--- src/rtl/lng_pkg.sv ---
// ---------------------------------------------------------------------------
// lng_pkg: shared types and constants of the loudness normalizing gain
// Payload structs, command/status bundles and the fixed-point constants.
// ---------------------------------------------------------------------------
package lng_pkg;

  localparam int SAMPLE_WIDTH_DEF     = 24;
  localparam int MAX_SAMPLES_LOG2_DEF = 16;

  localparam int CFG_AW = 3;
  localparam logic CFG_IDX_TARGET = 1'b0;
  localparam logic CFG_IDX_MAXRED = 1'b1;

  localparam logic signed [14:0] TARGET_RST = -15'sd3584;
  localparam logic        [13:0] MAXRED_RST = 14'd3072;

  localparam logic [63:0] EPS_Q62   = 64'd461168602;
  localparam logic signed [63:0] C_LOG_Q20 = 64'sd808071242;
  localparam logic signed [63:0] LOUD_BIAS = -(64'sd185488900 <<< 24) + (64'sd1 <<< 43);
  localparam logic signed [39:0] K_Q32     = 40'sd2786635;
  localparam logic [31:0] LN2_Q32   = 32'd2977044472;
  localparam logic [63:0] LIN_MAX   = 64'd16777215;

  localparam int DIV_STEPS = 80;
  localparam int LOG_STEPS = 24;
  localparam int EXP_TERMS = 12;

  typedef struct packed {
    logic signed [23:0] sample;
    logic               last;
  } lng_in_t;

  typedef struct packed {
    logic signed [15:0] loudness;
    logic signed [15:0] gain_db;
    logic        [23:0] gain_linear;
    logic               gain_saturated;
  } lng_out_t;

  typedef struct packed {
    logic       div_load;
    logic       div_step;
    logic       x_load;
    logic       norm_step;
    logic       log_init;
    logic       log_step;
    logic       lmul;
    logic       lround;
    logic       gain;
    logic       gmul;
    logic       fmul;
    logic       exp_a;
    logic       exp_b;
    logic [3:0] exp_k;
    logic       out_load;
  } lng_cmd_t;

  typedef struct packed {
    logic last_seen;
    logic norm_done;
    logic out_free;
  } lng_sts_t;

  // ceil(2^36 / k): exact floor division by k for dividends below 2^31
  function automatic logic [36:0] lng_recip(input logic [3:0] k);
    logic [36:0] m;
    case (k)
      4'd1:    m = 37'd68719476736;
      4'd2:    m = 37'd34359738368;
      4'd3:    m = 37'd22906492246;
      4'd4:    m = 37'd17179869184;
      4'd5:    m = 37'd13743895348;
      4'd6:    m = 37'd11453246123;
      4'd7:    m = 37'd9817068106;
      4'd8:    m = 37'd8589934592;
      4'd9:    m = 37'd7635497416;
      4'd10:   m = 37'd6871947674;
      4'd11:   m = 37'd6247225158;
      4'd12:   m = 37'd5726623062;
      default: m = 37'd0;
    endcase
    return m;
  endfunction

endpackage

--- src/rtl/lng_ctrl.sv ---
// ---------------------------------------------------------------------------
// lng_ctrl: sequencer of the loudness normalizing gain
// Accepts samples, then steps the datapath through divide, log and exp.
// ---------------------------------------------------------------------------
module lng_ctrl (
  input  logic              clk,
  input  logic              rst_n,
  input  lng_pkg::lng_sts_t sts,
  output lng_pkg::lng_cmd_t cmd,
  output logic              in_ready
);
  import lng_pkg::*;

  typedef enum logic [13:0] {
    ST_ACC  = 14'b00000000000001,
    ST_LOAD = 14'b00000000000010,
    ST_DIV  = 14'b00000000000100,
    ST_XLD  = 14'b00000000001000,
    ST_NORM = 14'b00000000010000,
    ST_LOG  = 14'b00000000100000,
    ST_LMUL = 14'b00000001000000,
    ST_LRND = 14'b00000010000000,
    ST_GAIN = 14'b00000100000000,
    ST_GMUL = 14'b00001000000000,
    ST_FMUL = 14'b00010000000000,
    ST_EXPA = 14'b00100000000000,
    ST_EXPB = 14'b01000000000000,
    ST_OUT  = 14'b10000000000000
  } lng_state_t;

  lng_state_t state_r, state_nxt;
  logic [6:0] cnt_r, cnt_nxt;

  assign in_ready = (state_r == ST_ACC) && !sts.last_seen;

  always_comb begin
    state_nxt = state_r;
    cnt_nxt   = cnt_r;
    cmd       = '0;
    cmd.exp_k = cnt_r[3:0];
    case (state_r)
      ST_ACC: begin
        if (sts.last_seen) state_nxt = ST_LOAD;
      end
      ST_LOAD: begin
        cmd.div_load = 1'b1;
        cnt_nxt      = '0;
        state_nxt    = ST_DIV;
      end
      ST_DIV: begin
        cmd.div_step = 1'b1;
        cnt_nxt      = cnt_r + 7'd1;
        if (cnt_r == 7'(DIV_STEPS - 1)) state_nxt = ST_XLD;
      end
      ST_XLD: begin
        cmd.x_load = 1'b1;
        state_nxt  = ST_NORM;
      end
      ST_NORM: begin
        if (sts.norm_done) begin
          cmd.log_init = 1'b1;
          cnt_nxt      = '0;
          state_nxt    = ST_LOG;
        end else begin
          cmd.norm_step = 1'b1;
        end
      end
      ST_LOG: begin
        cmd.log_step = 1'b1;
        cnt_nxt      = cnt_r + 7'd1;
        if (cnt_r == 7'(LOG_STEPS - 1)) state_nxt = ST_LMUL;
      end
      ST_LMUL: begin
        cmd.lmul  = 1'b1;
        state_nxt = ST_LRND;
      end
      ST_LRND: begin
        cmd.lround = 1'b1;
        state_nxt  = ST_GAIN;
      end
      ST_GAIN: begin
        cmd.gain  = 1'b1;
        state_nxt = ST_GMUL;
      end
      ST_GMUL: begin
        cmd.gmul  = 1'b1;
        state_nxt = ST_FMUL;
      end
      ST_FMUL: begin
        cmd.fmul  = 1'b1;
        cnt_nxt   = 7'd1;
        state_nxt = ST_EXPA;
      end
      ST_EXPA: begin
        cmd.exp_a = 1'b1;
        state_nxt = ST_EXPB;
      end
      ST_EXPB: begin
        cmd.exp_b = 1'b1;
        if (cnt_r == 7'(EXP_TERMS)) begin
          state_nxt = ST_OUT;
        end else begin
          cnt_nxt   = cnt_r + 7'd1;
          state_nxt = ST_EXPA;
        end
      end
      ST_OUT: begin
        if (sts.out_free) begin
          cmd.out_load = 1'b1;
          state_nxt    = ST_ACC;
        end
      end
      default: state_nxt = ST_ACC;
    endcase
  end

  always_ff @(posedge clk) begin
    if (!rst_n) begin
      state_r <= ST_ACC;
      cnt_r   <= '0;
    end else begin
      state_r <= state_nxt;
      cnt_r   <= cnt_nxt;
    end
  end

endmodule

--- config.mk ---
export PLATFORM = sky130hd
export DESIGN_NAME = lng_ctrl
export DESIGN_NICKNAME = d
export VERILOG_FILES = /design/src/rtl/lng_pkg.sv /design/src/rtl/lng_ctrl.sv
export SDC_FILE = /design/constraint.sdc
export NUM_CORES = 1
export LEC_CHECK = 0
export BUFFER_PORTS_ARGS = -buffer_cell sky130_fd_sc_hd__buf_2
export CELL_PAD_IN_SITES_DETAIL_PLACEMENT = 1
export CELL_PAD_IN_SITES_GLOBAL_PLACEMENT = 1
export CORE_MARGIN = 2
export CORE_UTILIZATION = 44
export DETAILED_ROUTE_END_ITERATION = 8
export GPL_TIMING_DRIVEN = 0
export HOLD_SLACK_MARGIN = 0.05
export PLACE_DENSITY = 0.83
export SLEW_MARGIN = 20
export SYNTH_ARGS = -nofsm -noshare
export SYNTH_HDL_FRONTEND = slang
export SYNTH_SLANG_ARGS = --single-unit
export TNS_END_PERCENT = 30
--- constraint.sdc ---
create_clock -name clk -period 2.93 [get_ports clk]
set_input_delay 0.586 -clock clk [delete_from_list [all_inputs] [get_ports clk]]
set_output_delay 0.586 -clock clk [all_outputs]
set_load 0.05 [all_outputs]
# Word-level counts from Yosys, hierarchy flattened
# Cells that the tools add are included.
# word_totals
out_inout_bits,19
in_bits,5
elab_cells,58
register_bits,21
# op_classes
n_eq_ne,23
n_addsub,1
reduce_logical,6
muxes,26
# op_table
operator,n
$pmux W14 S14,1
$mux W14,6
$pmux W7 S5,1
$mux W1,15
$eq A14 B1 Y1 const B,1
$eq A14 B10 Y1 const B,1
$eq A14 B11 Y1 const B,1
$eq A14 B12 Y1 const B,1
$eq A14 B13 Y1 const B,1
$eq A14 B14 Y1 const B,1
$eq A14 B2 Y1 const B,1
$eq A14 B3 Y1 const B,1
$eq A14 B4 Y1 const B,1
$eq A14 B5 Y1 const B,1
$eq A14 B6 Y1 const B,1
$eq A14 B7 Y1 const B,1
$eq A14 B8 Y1 const B,1
$eq A14 B9 Y1 const B,1
$mux W7,2
$ne A2 B2 Y1 const B,6
$add A7 B1 Y7 const B,1
$eq A7 B4 Y1 const B,1
$eq A7 B5 Y1 const B,1
$eq A7 B7 Y1 const B,1
7 further kinds,7

# Longest topological paths before layout
# Gate-level depths: netlist of run 1.
# depth
depth_word,4
mapped_depth,7
mapped_depth_nobuf,6

# Worst setup path after synthesis of run 1
# Ideal clock, no wire load.
# synth_timing
kind,register to output
startpoint,register state_r[8]
endpoint,output port cmd[11] (netlist name)
path_slack_ns,-0.196
t_required_ns,2.344
stages_incl_launch_ff,6
n_path_buf,1
t_arrival_ns,2.540
cell_sequence,dfxtp_1 -> or4_1 -> buf_4 -> nor3_1 -> nand2_1 -> nor3b_1
# synth_lines
element,line,rtl
start: declaration,lng_ctrl.sv:31,"lng_state_t state_r, state_nxt;"
start signal: assignment,lng_ctrl.sv:122,state_r <= state_nxt;
end: declaration,lng_ctrl.sv:9,"output lng_pkg::lng_cmd_t cmd,"

==> flow_metrics.py, run 1 <==
metrics = {
    "run_status": {
        "status": "complete, no violations",
    },
    "clock_tree": {
        "htree_levels": 1,
        "clk_pin_slew_ps": 120,
        "cts_sinks": 21,
        "numCtsBuffers": 3,
        "clockBufferDepth": 2,
        "cts_tree": "built",
        "clockRootBuffer": "clkbuf_4",
        "clkLatencyLatePin_ps": 310,
    },
    "synthesis": {
        "synth_cells": 176,
        "async_flop_share": 0,
        "synthXorXnorAreaFrac": 0.0301,
        "synth_common_cells": "21 x dfxtp_1, 12 x nor2_1, 11 x nor3_1",
        "synth_edf_count": 0,
        "ys_seq_elements": 21,
        "yosysUniqueCellTypes": 50,
        "yosysWarningCount": 0,
        "yosysMostFrequentCell": "dfxtp_1",
        "synth_top_family_by_area": "simple AND/OR/NAND/NOR gates",
        "syn_area_per_cell_sq_um": 8.27,
        "yosys-top-cells-area": "dfxtp_1 29%, nor3_1 3.8%, nor4b_1 3.6%",
        "yosysSeqAreaShare": 0.289,
        "yosys.area_share.simple": 0.436,
        "syn_nets": 183,
        "muxShareOfSynthArea": 0,
        "yosys.area.top_type": "dfxtp_1",
        "synth_top_flop_cell": "dfxtp_1",
        "synth_top_cell_area_share": 0.289,
        "synth_compound_area_frac": 0.151,
        "synth_adder_area_share": 0.0172,
        "netlist_area_sq_um": 1460,
    },
    "die": {
        "core_area_sq_um": 3100,
        "start_util": 0.469,
        "die_y_microns": 61.5,
        "ios": 24,
        "fp.dieW_microns": 61.5,
        "dieArea_sq_um": 3790,
        "rows": 20,
    },
    "job": {
        "maxCapViolCount": 0,
    },
    "worst_setup_path": {
        "cp_cell_sequence": "clkbuf_1 -> nor4_4 -> nand4b_1 -> nor3_1 -> buf_2",
        "path_class": "register to output port",
        "slowest_stage": "nor4_4",
        "max_stage_delay_ps": 480,
        "path_buf_inv": 2,
        "worstPathArrival_ps": 2270,
        "endpoint_kind": "output port",
        "cp-start-kind": "register",
        "worstPathMaxFanout": 8,
        "cp_top_family": "simple AND/OR/NAND/NOR gates",
        "required_ps": 2340,
        "r2r_slack_ps": 690,
    },
    "timing": {
        "worst_slew_pin_slew_ps": 759,
        "max_slew_margin": 0.490,
        "hold_viol": 0,
        "period_needed_ps": 2850,
        "fmax_ghz": 0.351,
        "report.final.slew_viol_count": 0,
        "setup_violations": 0,
        "skew_ps": 2.13,
        "worst_slack_ps": 78.5,
        "setup_tns_ps": 0,
        "rsz0062_at_grt": "yes",
        "finalCritPeriodShare": 0.973,
    },
    "power_and_ir_drop": {
        "power_density_nw_per_um2": 494,
        "peakVddDrop_mv": 0.198,
        "leakagePower_nw": 0.732,
    },
    "placement": {
        "port_buffers": 23,
        "gp_congestion": 0.852,
        "dp.final_hpwl_microns": 3120,
        "preCtsSetupSlack_ps": 268,
    },
    "global_route": {
        "grt_max_degree": 12,
        "overflow": 0,
        "antenna_found_initial": 0,
        "grt_pass1_wl_microns": 6810,
        "grt_pass1_vias": 1416,
        "track_usage": 0.243,
    },
    "finish": {
        "drive_gt1_frac": 0.295,
        "area_growth_pct": 18.1,
        "nets": 215,
        "antenna_cells": 0,
    },
    "route": {
        "drtIter0Drc": 124,
        "drc": 0,
        "finalWirelength_microns": 4300,
        "drt_pass1_iterations": 5,
        "ant_nets": 0,
        "wire_per_inst_microns": 17.1,
        "dr_total_vias": 1508,
        "avgViaCountPerCell": 6.01,
    },
    "hold_path": {
        "hp-class": "register to register",
    },
}
[layer usage]
layer | global-route usage | share of wire | up-vias | wire [microns]
met2 | 0.406 | 0.51 | 43 | 2180
met5 | 0 | 0 | - | 0
met3 | 0.0273 | 0.038 | 11 | 163
met1 | 0.314 | 0.43 | 734 | 1860
li1 | - | - | 720 | -
met4 | 0.106 | 0.023 | 0 | 98
[final timing paths]
check | from | to | cells after the start
worst min-delay path | cnt_r[0] | cnt_r[0] | 2
worst max register to register | state_r[7] | cnt_r[4] | 5
worst min register to register | cnt_r[0] | cnt_r[0] | 2
worst max-delay path | state_r[0] | cmd[8] | 5
[cells by family (layout without fill, tap and decap cells)]
family,Yosys count,count (layout)
simple gates,96,96
compound gates,29,29
buf+inv,23,54
flops,21,21
xor+xnor,5,5
fa+ha+maj,2,2
[through the flow]
step / hold slack (ps) / power, mW / std cells / utilization / cell area, sq um
global placement: 517 / 0.674 / 243 / 0.526 / 1630
global route: 603 / 0.899 / 251 / 0.554 / 1720
finish: 545 / 0.850 / 251 / 0.554 / 1720
CTS: 550 / 0.834 / 248 / 0.540 / 1680
detailed placement: 531 / 0.684 / 243 / 0.526 / 1630
floorplan: 488 / 0.601 / 176 / - / 1460
[what timing repair did]
action / 4_1_cts / 5_1_grt
hold buffers: 0 / 0
endpoints found under the setup margin: 2 / 6
buffers inserted: 1 / 3
pin swaps: 1 / 1
gates resized for setup: 2 / 8
[layout make-up]
type | count | area [sq um]
Fill cell | 400 | 1380
Multi-Input combinational cell | 132 | 955
Sequential cell | 21 | 420
Timing Repair Buffer | 27 | 153
Buffer | 12 | 70.1
Tap cell | 44 | 55.1
Inverter | 11 | 41.3
Clock buffer | 4 | 26.3
[cell usage in the layout, fill, tap and decap left out, types with 4 or more instances in the layout]
master    instances
nor4b_1           6
nor3_1           10
xnor2_1           4
or3_1             5
inv_1            10
nor4_1            8
nand2_1           9
o21ai_1           4
buf_4            12
nand2b_1          5
o21ai_0           6
dfxtp_1          21
nand3_1           9
nor2_1           12
buf_2            24
nand4_1           4
[state kept, by name, summed over array words and instances, names as in the netlist]
signal / count
cnt_r: 7
state_r: 14
[power by group]
part	internal, mW	switching, mW
Sequential	0.304	0.0351
Combinational	0.121	0.243
Clock	0.0532	0.0943
Total	0.478	0.372
[worst reg2reg max path: cells and delay by family, from the launching register on]
kind / cells / cell delay [ps]
and+or+nand+nor: 2 / 1010
DFF: 1 / 320
AOI/OAI and AO/OA: 2 / 600
buffers and inverters: 1 / 200
Power figures use the tool's default switching activity.
==> inputs of run 2 (changes only) <==
--- a/config.mk
+++ b/config.mk
@@ -14,6 +14,7 @@
 export GPL_TIMING_DRIVEN = 0
 export HOLD_SLACK_MARGIN = 0.05
 export PLACE_DENSITY = 0.83
+export RECOVER_POWER = 25
 export SLEW_MARGIN = 20
 export SYNTH_ARGS = -nofsm -noshare
 export SYNTH_HDL_FRONTEND = slang
==> run 2 against run 1 <==
Compared with the run above:
- setup slack gained 14 ps
- clock-buffer cell count stayed put
- largest cell class unchanged
- critical path type unchanged
- maximum frequency up 0.49%
- sequential power about the same
- cell count unchanged
==> flow_metrics.py, run 2 (synthesized netlist as in run 1, its figures left out) <==
metrics = {
    "clock_tree": {
        "clkLatencyLatePin_ps": 310,
        "clockBufferDepth": 2,
        "cts_sinks": 21,
        "numCtsBuffers": 3,
        "htree_levels": 1,
        "clockRootBuffer": "clkbuf_4",
        "cts_hold_buf": 0,
        "cts_tree": "built",
        "clk_pin_slew_ps": 120,
    },
    "job": {
        "maxCapViolCount": 0,
    },
    "finish": {
        "drive_gt1_frac": 0.275,
        "reg_top3": "state_r (14), cnt_r (7)",
        "regMostFlops": "state_r",
        "largest_reg_flops": 14,
        "final_common_cell": "dfxtp_1",
        "area_growth_pct": 17.8,
        "antenna_cells": 0,
        "nets": 215,
        "stdcell_area_sq_um": 1720,
        "most-common-layout-cells": "21 x dfxtp_1, 20 x buf_2, 12 x nor2_1, 12 x buf_4",
    },
    "timing": {
        "worst_slew_pin_slew_ps": 755,
        "finalCritPeriodShare": 0.968,
        "report.final.slew_viol_count": 0,
        "worst_slack_ps": 92.5,
        "period_needed_ps": 2840,
        "fmax_ghz": 0.352,
        "setup_tns_ps": 0,
        "rsz0062_at_grt": "yes",
        "hold_viol": 0,
        "max_slew_margin": 0.492,
        "setup_violations": 0,
        "skew_ps": 2.15,
    },
    "global_route": {
        "grt_pass1_vias": 1416,
        "antenna_found_initial": 0,
        "grt_max_degree": 12,
        "grt_pass1_wl_microns": 6810,
        "overflow": 0,
        "track_usage": 0.243,
    },
    "die": {
        "core_area_sq_um": 3100,
        "ios": 24,
        "dieArea_sq_um": 3790,
        "die_y_microns": 61.5,
        "fp.dieW_microns": 61.5,
        "rows": 20,
        "start_util": 0.469,
    },
    "placement": {
        "gp_congestion": 0.852,
        "dp.final_hpwl_microns": 3120,
        "dpl_cell_area_sq_um": 1630,
        "preCtsSetupSlack_ps": 268,
        "port_buffers": 23,
    },
    "route": {
        "top_layer": "met4",
        "wire_per_inst_microns": 17.1,
        "finalWirelength_microns": 4300,
        "drc": 0,
        "drt_pass1_iterations": 4,
        "wl_met3_microns": 129,
        "route.met2.wl_microns": 2190,
        "dr_total_vias": 1521,
        "drtIter0Drc": 91,
        "avgViaCountPerCell": 6.06,
        "ant_nets": 0,
        "wl_met1_microns": 1890,
    },
    "power_and_ir_drop": {
        "p_total_uw": 850,
        "power_density_nw_per_um2": 496,
        "peakVddDrop_mv": 0.197,
        "leakagePower_nw": 0.714,
    },
    "worst_setup_path": {
        "worstPathMaxFanout": 8,
        "required_ps": 2340,
        "cp-start-kind": "register",
        "worstPathArrival_ps": 2250,
        "endpoint_kind": "output port",
        "path_class": "register to output port",
    },
    "run_status": {
        "status": "complete, no violations",
    },
    "hold_path": {
        "hp-class": "register to register",
    },
}
==> run 2: changes by cell type in the layout (fill, tap and decap cells not counted) <==
cell	before	now
o21ai_0	6	7
buf_2	24	20
clkbuf_1	3	7
o21ai_1	4	3
==> run 2: worst max-delay path, cell delays in order (launching register included) <==
cell and delay [ps]:
dfxtp_1 330, clkbuf_1 220, nor4_4 480, nand4b_1 330
nor3_1 280, buf_2 300
==> run 2: through the flow <==
step / hold slack (ps) / util / cells
finish: 545 / 0.553 / 251
global placement: 517 / 0.526 / 243
floorplan: 488 / - / 176
detailed placement: 531 / 0.526 / 243
global route: 603 / 0.553 / 251
CTS: 550 / 0.540 / 248
==> run 2: final cells by class <==
class,count,area (sq um)
buffer,12,70.1
clock buffer,4,26.3
fill,401,1390
inverter,11,41.3
multi-input combinational,132,955
sequential,21,420
tap,44,55.1
timing repair buffer,27,148
==> run 2: path summary, 6_finish.rpt <==
path	startpoint	end	slack [ps]	depth (start not counted)
hold / removal	cnt_r[0]	cnt_r[0]	540	2
setup / recovery	state_r[0]	cmd[8]	90	5
hold reg to reg	cnt_r[0]	cnt_r[0]	540	2
setup reg to reg	state_r[0]	state_r[8]	610	6
==> run 2: timing repair <==
| action | in CTS | in global routing |
|---|---|---|
| setup endpoints to repair | 2 | 6 |
| pin swaps | 1 | 1 |
| buffers inserted | 1 | 3 |
| endpoints found under the hold margin | 0 | 0 |
| resized for setup | 2 | 8 |
==> run 2: routing by layer <==
metal	GRT usage	up-vias
met1	0.314	759
li1	-	718
met2	0.406	35
met4	0.106	0
met3	0.0273	9
met5	0	-
==> run 2: power by group <==
group | total (mW) | switching [mW] | internal (mW)
clock | 0.147 | 0.0942 | 0.0533
sequential | 0.339 | 0.0348 | 0.304
combinational | 0.364 | 0.244 | 0.120
total | 0.850 | 0.373 | 0.477
